File: config.mk
export PLATFORM = sky130hd
export DESIGN_NAME = joint_pd_velocity_plant_step_flat
export DESIGN_NICKNAME = d
export VERILOG_FILES = /design/src/hdl/jpv_pkg.sv /design/src/hdl/jpv_if.sv /design/src/hdl/jpv_ram.sv /design/src/hdl/joint_pd_velocity_plant_step.sv /design/src/flat_wrapper.sv
export SDC_FILE = /design/constraint.sdc
export NUM_CORES = 2
export LEC_CHECK = 0
export BUFFER_PORTS_ARGS = -buffer_cell sky130_fd_sc_hd__buf_2
export CAP_MARGIN = 40
export CORE_MARGIN = 2
export CORE_UTILIZATION = 63
export DETAILED_ROUTE_END_ITERATION = 10
export PLACE_DENSITY = 0.78
export SETUP_SLACK_MARGIN = 0.4
export SLEW_MARGIN = 20
export SYNTH_ARGS = -nofsm -noshare
export SYNTH_HDL_FRONTEND = slang
export SYNTH_HIERARCHICAL = 1
export SYNTH_SLANG_ARGS = --single-unit
File: constraint.sdc
create_clock -name clock -period 10.8 [get_ports clock]
set_input_delay 2.16 -clock clock [delete_from_list [all_inputs] [get_ports clock]]
set_output_delay 2.16 -clock clock [all_outputs]
set_load 0.01 [all_outputs]
File: src/hdl/jpv_pkg.sv
`timescale 1ns / 1ps

package jpv_pkg;

   // Array sizing default for the top level.
   localparam int MAX_JOINTS_DEF = 16;

   // Field widths.
   localparam int DATA_W   = 32;
   localparam int INDEX_W  = 4;
   localparam int COUNT_W  = 5;
   localparam int GAIN_W   = 16;
   localparam int LIMIT_W  = 31;
   localparam int STATUS_W = 2;

   // Configuration port.
   localparam int CSR_ADDR_W = 3;
   localparam int CSR_DATA_W = 32;

   // Shared multiplier and accumulator sizing.
   localparam int MUL_A_W   = DATA_W + 1;
   localparam int MUL_B_W   = GAIN_W + 1;
   localparam int PROD_W    = MUL_A_W + MUL_B_W;
   localparam int GAIN_FRAC = 8;
   localparam int STEP_FRAC = 16;
   localparam int ACC_W     = PROD_W - GAIN_FRAC + 1;
   localparam int STEP_W    = PROD_W - STEP_FRAC;
   localparam int POS_SUM_W = STEP_W + 1;

   // Wide enough to hold any index compare against MAX_JOINTS up to 256.
   localparam int IDX_EXT_W = 9;

   typedef enum logic [CSR_ADDR_W-1:0] {
      CSR_ENABLE         = 3'd0,
      CSR_JOINT_COUNT    = 3'd1,
      CSR_POSITION_GAIN  = 3'd2,
      CSR_DAMPING_GAIN   = 3'd3,
      CSR_VELOCITY_LIMIT = 3'd4,
      CSR_STEP_PERIOD    = 3'd5
   } csr_index_type;

   localparam logic [STATUS_W-1:0] STATUS_OK          = 2'd0;
   localparam logic [STATUS_W-1:0] STATUS_NOT_RUNNING = 2'd1;
   localparam logic [STATUS_W-1:0] STATUS_BAD_INDEX   = 2'd2;

   typedef enum logic [2:0] {
      ST_IDLE,
      ST_LOAD,
      ST_MUL_D,
      ST_CLAMP,
      ST_MUL_T,
      ST_WRITE,
      ST_OUT
   } state_type;

endpackage

File: src/hdl/jpv_if.sv
`timescale 1ns / 1ps

interface jpv_req_if import jpv_pkg::*; ();
   logic                      valid;
   logic                      ready;
   logic [INDEX_W-1:0]        joint_index;
   logic signed [DATA_W-1:0]  target_position;
   logic                      target_position_valid;
   logic signed [DATA_W-1:0]  feedforward_velocity;
   logic                      feedforward_valid;
   logic signed [DATA_W-1:0]  commanded_effort;
   logic                      effort_valid;

   modport source (
      output valid, joint_index, target_position, target_position_valid,
             feedforward_velocity, feedforward_valid, commanded_effort, effort_valid,
      input  ready
   );
   modport sink (
      input  valid, joint_index, target_position, target_position_valid,
             feedforward_velocity, feedforward_valid, commanded_effort, effort_valid,
      output ready
   );
endinterface

interface jpv_rsp_if import jpv_pkg::*; ();
   logic                      valid;
   logic                      ready;
   logic [STATUS_W-1:0]       status;
   logic signed [DATA_W-1:0]  joint_position;
   logic signed [DATA_W-1:0]  joint_velocity;
   logic signed [DATA_W-1:0]  joint_effort;

   modport source (
      output valid, status, joint_position, joint_velocity, joint_effort,
      input  ready
   );
   modport sink (
      input  valid, status, joint_position, joint_velocity, joint_effort,
      output ready
   );
endinterface

interface jpv_csr_if import jpv_pkg::*; ();
   logic                   valid;
   logic                   ready;
   logic [CSR_ADDR_W-1:0]  index;
   logic [CSR_DATA_W-1:0]  data;

   modport source (
      output valid, index, data,
      input  ready
   );
   modport sink (
      input  valid, index, data,
      output ready
   );
endinterface

File: src/hdl/jpv_ram.sv
`timescale 1ns / 1ps

module jpv_ram #(
   parameter  int WIDTH  = 64,
   parameter  int DEPTH  = 16,
   localparam int ADDR_W = (DEPTH > 1) ? $clog2(DEPTH) : 1
) (
   input  logic                 clock,
   input  logic                 wr_en,
   input  logic [ADDR_W-1:0]    wr_addr,
   input  logic [WIDTH-1:0]     wr_data,
   input  logic                 rd_en,
   input  logic [ADDR_W-1:0]    rd_addr,
   output logic [WIDTH-1:0]     rd_data
);

   logic [WIDTH-1:0] mem_ff [DEPTH];
   logic [WIDTH-1:0] rd_data_ff;

   always_ff @(posedge clock) begin
      if (wr_en) begin
         mem_ff[wr_addr] <= wr_data;
      end
      if (rd_en) begin
         rd_data_ff <= mem_ff[rd_addr];
      end
   end

   assign rd_data = rd_data_ff;

endmodule

File: src/hdl/joint_pd_velocity_plant_step.sv
`timescale 1ns / 1ps

// Joint PD velocity plant. Each request beat updates one joint: the drive
// velocity kp*(target - position) + feedforward - kd*velocity is clamped to
// the velocity limit and stored, and velocity*dt is added to the stored
// position with saturation. A joint update steps through the states load,
// damping multiply, clamp, time-step multiply, write and output before the
// next accept; a rejected beat (block disabled or joint index out of range)
// goes straight to output. The sequence is set by one shared 33x17 signed
// multiplier used three times (position gain, damping gain, time step) with
// a register after each product, and by the registered joint state read.
// Position and velocity live in one memory with a valid bit per joint, so
// reset clears all joint state at once; configuration writes are taken in
// every cycle and must only occur while the block is idle.
module joint_pd_velocity_plant_step import jpv_pkg::*; #(
   parameter int MAX_JOINTS = MAX_JOINTS_DEF
) (
   input  logic       clock,
   input  logic       reset,
   jpv_req_if.sink    req_bus,
   jpv_rsp_if.source  rsp_bus,
   jpv_csr_if.sink    csr_bus
);

   localparam int ADDR_W  = (MAX_JOINTS > 1) ? $clog2(MAX_JOINTS) : 1;
   localparam int ENTRY_W = 2 * DATA_W;

   state_type state_ff, state_in;

   // Configuration registers.
   logic                enable_ff;
   logic [COUNT_W-1:0]  joint_count_ff;
   logic [GAIN_W-1:0]   position_gain_ff;
   logic [GAIN_W-1:0]   damping_gain_ff;
   logic [LIMIT_W-1:0]  velocity_limit_ff;
   logic [GAIN_W-1:0]   step_period_ff;

   logic [MAX_JOINTS-1:0] entry_valid_ff;

   // Latched request.
   logic [ADDR_W-1:0]         addr_ff;
   logic signed [DATA_W-1:0]  target_ff;
   logic                      target_ok_ff;
   logic signed [DATA_W-1:0]  ff_term_ff;
   logic signed [DATA_W-1:0]  effort_ff;
   logic                      rd_valid_ff;

   // Datapath.
   logic signed [PROD_W-1:0]  product_ff;
   logic signed [ACC_W-1:0]   acc_ff;
   logic signed [DATA_W-1:0]  vel_ff;

   // Response register.
   logic [STATUS_W-1:0]       rsp_status_ff;
   logic signed [DATA_W-1:0]  rsp_pos_ff;
   logic signed [DATA_W-1:0]  rsp_vel_ff;
   logic signed [DATA_W-1:0]  rsp_eff_ff;

   logic                      req_fire;
   logic [IDX_EXT_W-1:0]      idx_ext;
   logic [ADDR_W-1:0]         req_addr;
   logic                      idx_in_range;
   logic [STATUS_W-1:0]       req_status;

   logic [ENTRY_W-1:0]        rd_data;
   logic [ENTRY_W-1:0]        wr_data;
   logic                      wr_en;
   logic signed [DATA_W-1:0]  pos_cur;
   logic signed [DATA_W-1:0]  vel_cur;

   logic signed [MUL_A_W-1:0] mul_a;
   logic signed [MUL_B_W-1:0] mul_b;
   logic signed [PROD_W-1:0]  mul_p;

   logic signed [ACC_W-1:0]   gain_term;
   logic signed [ACC_W-1:0]   drive;
   logic signed [ACC_W-1:0]   lim_pos;
   logic signed [ACC_W-1:0]   lim_neg;
   logic signed [DATA_W-1:0]  drive_clamped;

   logic signed [STEP_W-1:0]    step;
   logic signed [POS_SUM_W-1:0] pos_sum;
   logic signed [DATA_W-1:0]    pos_new;

   // ---------------------------------------------------------------------
   // Configuration port.
   // ---------------------------------------------------------------------
   assign csr_bus.ready = 1'b1;

   always_ff @(posedge clock) begin
      if (reset) begin
         enable_ff         <= 1'b0;
         joint_count_ff    <= COUNT_W'(1);
         position_gain_ff  <= '0;
         damping_gain_ff   <= '0;
         velocity_limit_ff <= '0;
         step_period_ff    <= '0;
      end else if (csr_bus.valid) begin
         unique case (csr_bus.index)
            CSR_ENABLE:         enable_ff         <= csr_bus.data[0];
            CSR_JOINT_COUNT:    joint_count_ff    <= csr_bus.data[COUNT_W-1:0];
            CSR_POSITION_GAIN:  position_gain_ff  <= csr_bus.data[GAIN_W-1:0];
            CSR_DAMPING_GAIN:   damping_gain_ff   <= csr_bus.data[GAIN_W-1:0];
            CSR_VELOCITY_LIMIT: velocity_limit_ff <= csr_bus.data[LIMIT_W-1:0];
            CSR_STEP_PERIOD:    step_period_ff    <= csr_bus.data[GAIN_W-1:0];
            default: ;
         endcase
      end
   end

   // ---------------------------------------------------------------------
   // Request decode.
   // ---------------------------------------------------------------------
   assign req_fire     = req_bus.valid && req_bus.ready;
   assign idx_ext      = {{(IDX_EXT_W-INDEX_W){1'b0}}, req_bus.joint_index};
   assign req_addr     = idx_ext[ADDR_W-1:0];
   assign idx_in_range = ({1'b0, req_bus.joint_index} < joint_count_ff)
                         && (idx_ext < IDX_EXT_W'(MAX_JOINTS));

   always_comb begin
      priority if (!enable_ff) begin
         req_status = STATUS_NOT_RUNNING;
      end else if (!idx_in_range) begin
         req_status = STATUS_BAD_INDEX;
      end else begin
         req_status = STATUS_OK;
      end
   end

   // ---------------------------------------------------------------------
   // Joint state memory: {position, velocity} per joint.
   // ---------------------------------------------------------------------
   jpv_ram #(
      .WIDTH (ENTRY_W),
      .DEPTH (MAX_JOINTS)
   ) u_state_ram (
      .clock   (clock),
      .wr_en   (wr_en),
      .wr_addr (addr_ff),
      .wr_data (wr_data),
      .rd_en   (req_fire),
      .rd_addr (req_addr),
      .rd_data (rd_data)
   );

   // A joint never written since reset reads as zero.
   assign pos_cur = rd_valid_ff ? $signed(rd_data[ENTRY_W-1:DATA_W]) : '0;
   assign vel_cur = rd_valid_ff ? $signed(rd_data[DATA_W-1:0]) : '0;
   assign wr_data = {pos_new, vel_ff};

   always_ff @(posedge clock) begin
      if (reset) begin
         entry_valid_ff <= '0;
      end else if (wr_en) begin
         entry_valid_ff[addr_ff] <= 1'b1;
      end
   end

   // ---------------------------------------------------------------------
   // Sequencer.
   // ---------------------------------------------------------------------
   always_ff @(posedge clock) begin
      if (reset) begin
         state_ff <= ST_IDLE;
      end else begin
         state_ff <= state_in;
      end
   end

   always_comb begin
      state_in      = state_ff;
      req_bus.ready = 1'b0;
      rsp_bus.valid = 1'b0;
      wr_en         = 1'b0;
      unique case (state_ff)
         ST_IDLE: begin
            req_bus.ready = 1'b1;
            if (req_bus.valid) begin
               state_in = (req_status == STATUS_OK) ? ST_LOAD : ST_OUT;
            end
         end
         ST_LOAD:  state_in = ST_MUL_D;
         ST_MUL_D: state_in = ST_CLAMP;
         ST_CLAMP: state_in = ST_MUL_T;
         ST_MUL_T: state_in = ST_WRITE;
         ST_WRITE: begin
            wr_en    = 1'b1;
            state_in = ST_OUT;
         end
         ST_OUT: begin
            rsp_bus.valid = 1'b1;
            if (rsp_bus.ready) begin
               state_in = ST_IDLE;
            end
         end
         default: state_in = ST_IDLE;
      endcase
   end

   // ---------------------------------------------------------------------
   // Shared multiplier: operands selected by the sequencer step.
   // ---------------------------------------------------------------------
   always_comb begin
      mul_a = '0;
      mul_b = '0;
      unique case (state_ff)
         ST_LOAD: begin
            if (target_ok_ff) begin
               mul_a = MUL_A_W'(target_ff) - MUL_A_W'(pos_cur);
            end
            mul_b = $signed({1'b0, position_gain_ff});
         end
         ST_MUL_D: begin
            mul_a = MUL_A_W'(vel_cur);
            mul_b = $signed({1'b0, damping_gain_ff});
         end
         ST_MUL_T: begin
            mul_a = MUL_A_W'(vel_ff);
            mul_b = $signed({1'b0, step_period_ff});
         end
         default: ;
      endcase
   end

   assign mul_p = mul_a * mul_b;

   // Floor division by 2^8 is an arithmetic shift of the product.
   assign gain_term = ACC_W'($signed(product_ff[PROD_W-1:GAIN_FRAC]));
   assign drive     = acc_ff - gain_term;
   assign lim_pos   = ACC_W'($signed({1'b0, velocity_limit_ff}));
   assign lim_neg   = -lim_pos;

   always_comb begin
      priority if (drive > lim_pos) begin
         drive_clamped = DATA_W'(lim_pos);
      end else if (drive < lim_neg) begin
         drive_clamped = DATA_W'(lim_neg);
      end else begin
         drive_clamped = DATA_W'(drive);
      end
   end

   assign step    = $signed(product_ff[PROD_W-1:STEP_FRAC]);
   assign pos_sum = POS_SUM_W'(pos_cur) + POS_SUM_W'(step);

   always_comb begin
      priority if (pos_sum > POS_SUM_W'(signed'({1'b0, {(DATA_W-1){1'b1}}}))) begin
         pos_new = {1'b0, {(DATA_W-1){1'b1}}};
      end else if (pos_sum < POS_SUM_W'(signed'({1'b1, {(DATA_W-1){1'b0}}}))) begin
         pos_new = {1'b1, {(DATA_W-1){1'b0}}};
      end else begin
         pos_new = DATA_W'(pos_sum);
      end
   end

   // ---------------------------------------------------------------------
   // Datapath registers.
   // ---------------------------------------------------------------------
   always_ff @(posedge clock) begin
      if (req_fire) begin
         addr_ff      <= req_addr;
         target_ff    <= req_bus.target_position;
         target_ok_ff <= req_bus.target_position_valid;
         ff_term_ff   <= req_bus.feedforward_valid ? req_bus.feedforward_velocity : '0;
         effort_ff    <= req_bus.effort_valid ? req_bus.commanded_effort : '0;
         rd_valid_ff  <= entry_valid_ff[req_addr];
      end
      product_ff <= mul_p;
      unique case (state_ff)
         ST_LOAD:  acc_ff <= ACC_W'(ff_term_ff);
         ST_MUL_D: acc_ff <= acc_ff + gain_term;
         ST_CLAMP: vel_ff <= drive_clamped;
         default: ;
      endcase
   end

   // ---------------------------------------------------------------------
   // Response register.
   // ---------------------------------------------------------------------
   always_ff @(posedge clock) begin
      if (req_fire && (req_status != STATUS_OK)) begin
         rsp_status_ff <= req_status;
         rsp_pos_ff    <= '0;
         rsp_vel_ff    <= '0;
         rsp_eff_ff    <= '0;
      end else if (state_ff == ST_WRITE) begin
         rsp_status_ff <= STATUS_OK;
         rsp_pos_ff    <= pos_new;
         rsp_vel_ff    <= vel_ff;
         rsp_eff_ff    <= effort_ff;
      end
   end

   assign rsp_bus.status         = rsp_status_ff;
   assign rsp_bus.joint_position = rsp_pos_ff;
   assign rsp_bus.joint_velocity = rsp_vel_ff;
   assign rsp_bus.joint_effort   = rsp_eff_ff;

endmodule

File: src/flat_wrapper.sv
// flat-port wrapper written by rule: the top's interface ports become plain ports
module joint_pd_velocity_plant_step_flat import jpv_pkg::*;
#(
   parameter int MAX_JOINTS = MAX_JOINTS_DEF
)
  (clock, reset, req_bus_valid, req_bus_joint_index, req_bus_target_position, req_bus_target_position_valid, req_bus_feedforward_velocity, req_bus_feedforward_valid, req_bus_commanded_effort, req_bus_effort_valid, req_bus_ready, rsp_bus_valid, rsp_bus_status, rsp_bus_joint_position, rsp_bus_joint_velocity, rsp_bus_joint_effort, rsp_bus_ready, csr_bus_valid, csr_bus_index, csr_bus_data, csr_bus_ready);
  jpv_req_if req_bus_i ();
  jpv_rsp_if rsp_bus_i ();
  jpv_csr_if csr_bus_i ();
  input  logic clock;
  input  logic reset;
  input wire logic [$bits(req_bus_i.valid)-1:0] req_bus_valid;
  input wire logic [$bits(req_bus_i.joint_index)-1:0] req_bus_joint_index;
  input wire logic [$bits(req_bus_i.target_position)-1:0] req_bus_target_position;
  input wire logic [$bits(req_bus_i.target_position_valid)-1:0] req_bus_target_position_valid;
  input wire logic [$bits(req_bus_i.feedforward_velocity)-1:0] req_bus_feedforward_velocity;
  input wire logic [$bits(req_bus_i.feedforward_valid)-1:0] req_bus_feedforward_valid;
  input wire logic [$bits(req_bus_i.commanded_effort)-1:0] req_bus_commanded_effort;
  input wire logic [$bits(req_bus_i.effort_valid)-1:0] req_bus_effort_valid;
  output wire logic [$bits(req_bus_i.ready)-1:0] req_bus_ready;
  output wire logic [$bits(rsp_bus_i.valid)-1:0] rsp_bus_valid;
  output wire logic [$bits(rsp_bus_i.status)-1:0] rsp_bus_status;
  output wire logic [$bits(rsp_bus_i.joint_position)-1:0] rsp_bus_joint_position;
  output wire logic [$bits(rsp_bus_i.joint_velocity)-1:0] rsp_bus_joint_velocity;
  output wire logic [$bits(rsp_bus_i.joint_effort)-1:0] rsp_bus_joint_effort;
  input wire logic [$bits(rsp_bus_i.ready)-1:0] rsp_bus_ready;
  input wire logic [$bits(csr_bus_i.valid)-1:0] csr_bus_valid;
  input wire logic [$bits(csr_bus_i.index)-1:0] csr_bus_index;
  input wire logic [$bits(csr_bus_i.data)-1:0] csr_bus_data;
  output wire logic [$bits(csr_bus_i.ready)-1:0] csr_bus_ready;
  assign req_bus_i.valid = req_bus_valid;
  assign req_bus_i.joint_index = req_bus_joint_index;
  assign req_bus_i.target_position = req_bus_target_position;
  assign req_bus_i.target_position_valid = req_bus_target_position_valid;
  assign req_bus_i.feedforward_velocity = req_bus_feedforward_velocity;
  assign req_bus_i.feedforward_valid = req_bus_feedforward_valid;
  assign req_bus_i.commanded_effort = req_bus_commanded_effort;
  assign req_bus_i.effort_valid = req_bus_effort_valid;
  assign req_bus_ready = req_bus_i.ready;
  assign rsp_bus_valid = rsp_bus_i.valid;
  assign rsp_bus_status = rsp_bus_i.status;
  assign rsp_bus_joint_position = rsp_bus_i.joint_position;
  assign rsp_bus_joint_velocity = rsp_bus_i.joint_velocity;
  assign rsp_bus_joint_effort = rsp_bus_i.joint_effort;
  assign rsp_bus_i.ready = rsp_bus_ready;
  assign csr_bus_i.valid = csr_bus_valid;
  assign csr_bus_i.index = csr_bus_index;
  assign csr_bus_i.data = csr_bus_data;
  assign csr_bus_ready = csr_bus_i.ready;
  joint_pd_velocity_plant_step #(.MAX_JOINTS(MAX_JOINTS)) u_core (.clock(clock), .reset(reset), .req_bus(req_bus_i), .rsp_bus(rsp_bus_i), .csr_bus(csr_bus_i));
endmodule
==> metrics.csv <==
stage;metric;value;unit
final_layout;num-nets-final;8122;
sta;slew_violations;0;
drt;vias;58800;
drt;drt-vias-per-instance;6.51;
global_routing;grt_overflow;0;
final_layout;drive_above_1_share;14.0;%
power;peakVddDrop;0.000406;V
drt;top_layer;met5;
drt;wirelength;265000;um
clock_network;ctsLongestPathBuffers;3;
logic_synthesis;async_reset_ff_share;0;%
worst_setup_path;path_max_fanout;9;
logic_synthesis;synth_simple_gate_area_share;9.44;%
worst_setup_path;rrSetupSlack;0.79;ns
clock_network;clkSinkCount;1509;
logic_synthesis;yosysMostFrequentCell;edfxtp_1;
die;ios;244;
job;drv_cap;0;
clock_network;cts_root_buf;clkbuf_16;
placement;io_buffers;241;
logic_synthesis;ys_seq_elements;1509;
logic_synthesis;yosys.area.top_type;edfxtp_1;
worst_setup_path;crit_path_end_kind;flop;
run_status;status;finished clean;
power;cellPowerDensity;226;nW/um^2
final_layout;utilization;70.4;%
drt;wl_per_cell;29.3;um
drt;detail-route-antenna-nets;0;
logic_synthesis;ys_dominant_reg_cell;edfxtp_1;
die;die_area;138000;um^2
die;die_h;371;um
logic_synthesis;synth_area;84900;um^2
logic_synthesis;netlist_instances;6890;
logic_synthesis;synth_top_family_by_area;adder cells;
logic_synthesis;synth-compound-area-share;8.73;%
logic_synthesis;synth_top_area_share;44.8;%
sta;fin_crit;10.01;ns
power;total_power;0.0213;W
sta;fin_skew;0.0654;ns
die;start_util;63.5;%
worst_setup_path;cp-start-kind;flop;
worst_setup_path;critPathArrivalTime;10.72;ns
worst_setup_path;critical-path-max-stage-delay;0.59;ns
drt;drt_iter0_markers;7774;
global_routing;grt_max_degree;128;
final_layout;fin_area;94100;um^2
placement;place_congestion;1.00;
sta;setup_tns;0;ns
global_routing;gr-usage-all-layers;38.6;%
logic_synthesis;ys_types;83;
logic_synthesis;synth_edf_count;1267;
global_routing;grt_pass1_wl;384000;um
clock_network;cts.reportedPaths.clkPinSlew;0.06;ns
clock_network;cts-htree-levels;4;
drt;met1Wirelength;95400;um
die;fp.dieW;371;um
logic_synthesis;synthAdderAreaFrac;17.0;%
drt;route.met2.wl;121000;um
sta;fmaxAchievable;99.9;MHz
min_path;holdCritPathClass;flop to flop;
sta;setup_slack;0.790;ns
logic_synthesis;synth_commonest_cells;edfxtp_1 (1267), nand2_1 (880), inv_1 (765), fa_1 (505), nor2_1 (408);
logic_synthesis;synth_xor_area_share;1.87;%
sta;rsz0062_at_grt;true;
clock_network;cts_buffers;151;
sta;relSlewSlack;34.9;%
power;leakage;36.8;nW
drt;drc;0;
placement;dp_slack;0.521;ns
clock_network;tritoncts;done;
logic_synthesis;synth.area.top_cells;edfxtp_1 (45%), fa_1 (12%), mux4_2 (6.9%);
global_routing;antenna_found_initial;18;
die;core-area;134000;um^2
worst_setup_path;cp_common_cell;fa_1;
drt;drt_first_pass_iters;8;
logic_synthesis;seq_area_frac_synth;50.5;%
global_routing;first_global_vias;59000;
clock_network;cts_hold_buf;0;
logic_synthesis;synth_mux_area_share;7.34;%
placement;dp_hpwl;178000;um
final_layout;syn_to_final_growth;10.9;%
worst_setup_path;crit_type;flop to flop;
drt;met3_length;32300;um
clock_network;clock_latency;0.81;ns
sta;setup_viol;0;
sta;period_share;92.7;%
worst_setup_path;critPathSlowestCell;a221o_1;
sta;finalHoldViolCount;0;
die;rows;134;
worst_setup_path;required;11.51;ns
logic_synthesis;yosysWarnings;6;
logic_synthesis;synth_nets;7883;
sta;worst_slew_pin_slew;0.976;ns
placement;placed_area;88800;um^2
logic_synthesis;synth_area_per_cell;12.3;um^2
layout make-up:
class / count / area (um^2)
well taps: 1768 / 2210
clock inverters: 72 / 900
multi-input cells: 4273 / 37900
diodes: 9 / 22.5
repair buffers: 429 / 3140
flip-flops and latches: 1509 / 42900
fillers: 8936 / 39500
clock buffers: 210 / 4140
inverters: 765 / 2880
timing repair:
action | in CTS | in global routing
gates cloned | 0 | 0
setup endpoints to repair | 1 | 12
resized for setup | 1 | 14
setup buffers | 0 | 3
pin swaps | 0 | 1
per-stage QoR:
| stage | cells | hold slack, ns |
|---|---|---|
| final | 9035 | 0.445 |
| after global routing | 9027 | 0.461 |
| after CTS | 9012 | 0.447 |
| after detailed placement | 8730 | 0.431 |
| after global placement | 8703 | 0.422 |
| after floorplan | 6890 | 0.418 |
report_power, final:
| group | switching [W] | internal, W | leakage, nW |
|---|---|---|---|
| sequential | 0.000390 | 0.00759 | 13.5 |
| combinational | 0.00549 | 0.00253 | 20.9 |
| clock | 0.00237 | 0.00296 | 2.44 |
| total | 0.00825 | 0.0131 | 36.8 |
placed cells by master, fill, tap and decap left out, types with 36 or more instances in the layout:
cell type	count
a22oi_1	164
a221o_1	38
nor3_1	89
xnor2_1	143
dfxtp_1	242
clkbuf_16	151
xor2_1	36
o21ai_0	211
mux4_2	261
inv_1	763
nand3_1	66
fa_1	505
a21o_1	129
ha_1	345
a21oi_1	313
and2_1	108
nor2b_1	39
buf_2	241
nand2_1	878
clkbuf_1	45
buf_4	148
edfxtp_1	1267
nor2_1	389
kinds of logic (layout without fill, tap and decap cells):
logic type | after synthesis | in the layout
compound gates | 1137 | 1137
xor+xnor | 180 | 180
fa+ha+maj | 850 | 850
buf+inv | 1108 | 1476
flops | 1509 | 1509
mux | 296 | 296
other cells | 1 | 10
simple gates | 1809 | 1809
final timing paths:
| path | endpoint | depth (start not counted) | start |
|---|---|---|---|
| max | u_core/product_ff[44] | 33 | u_core/rd_valid_ff |
| min | u_core/rsp_bus.joint_effort[0] | 2 | u_core/effort_ff[0] |
| max reg2reg | u_core/product_ff[44] | 33 | u_core/rd_valid_ff |
| min reg2reg | u_core/rsp_bus.joint_effort[0] | 2 | u_core/effort_ff[0] |
critical path, delay by kind of cell, from the launching register on:
| family | cells | cell delay, ns |
|---|---|---|
| simple gates | 6 | 0.92 |
| flops | 1 | 0.50 |
| xor+xnor | 2 | 0.44 |
| fa+ha+maj | 8 | 3.77 |
| compound gates | 13 | 3.89 |
| buf+inv | 4 | 0.39 |
flip-flops by register name, summed over array words and instances, names as in the netlist, 32 cells and up:
signal and flops:
u_core/u_state_ram/mem_ff 1024, u_core/u_state_ram/rd_data 64, u_core/acc_ff 43, u_core/product_ff 42, u_core/effort_ff 32, u_core/ff_term_ff 32, u_core/rsp_bus.joint_effort 32, u_core/rsp_bus.joint_position 32
u_core/rsp_bus.joint_velocity 32, u_core/target_ff 32, u_core/vel_ff 32
metal layers:
layer	vias up	track usage (%)
met4	18	20.5
li1	24800	-
met5	-	0
met1	29400	50.9
met2	3933	59.2
met3	690	10.2
No activity file was read; power rests on OpenSTA's default activity.
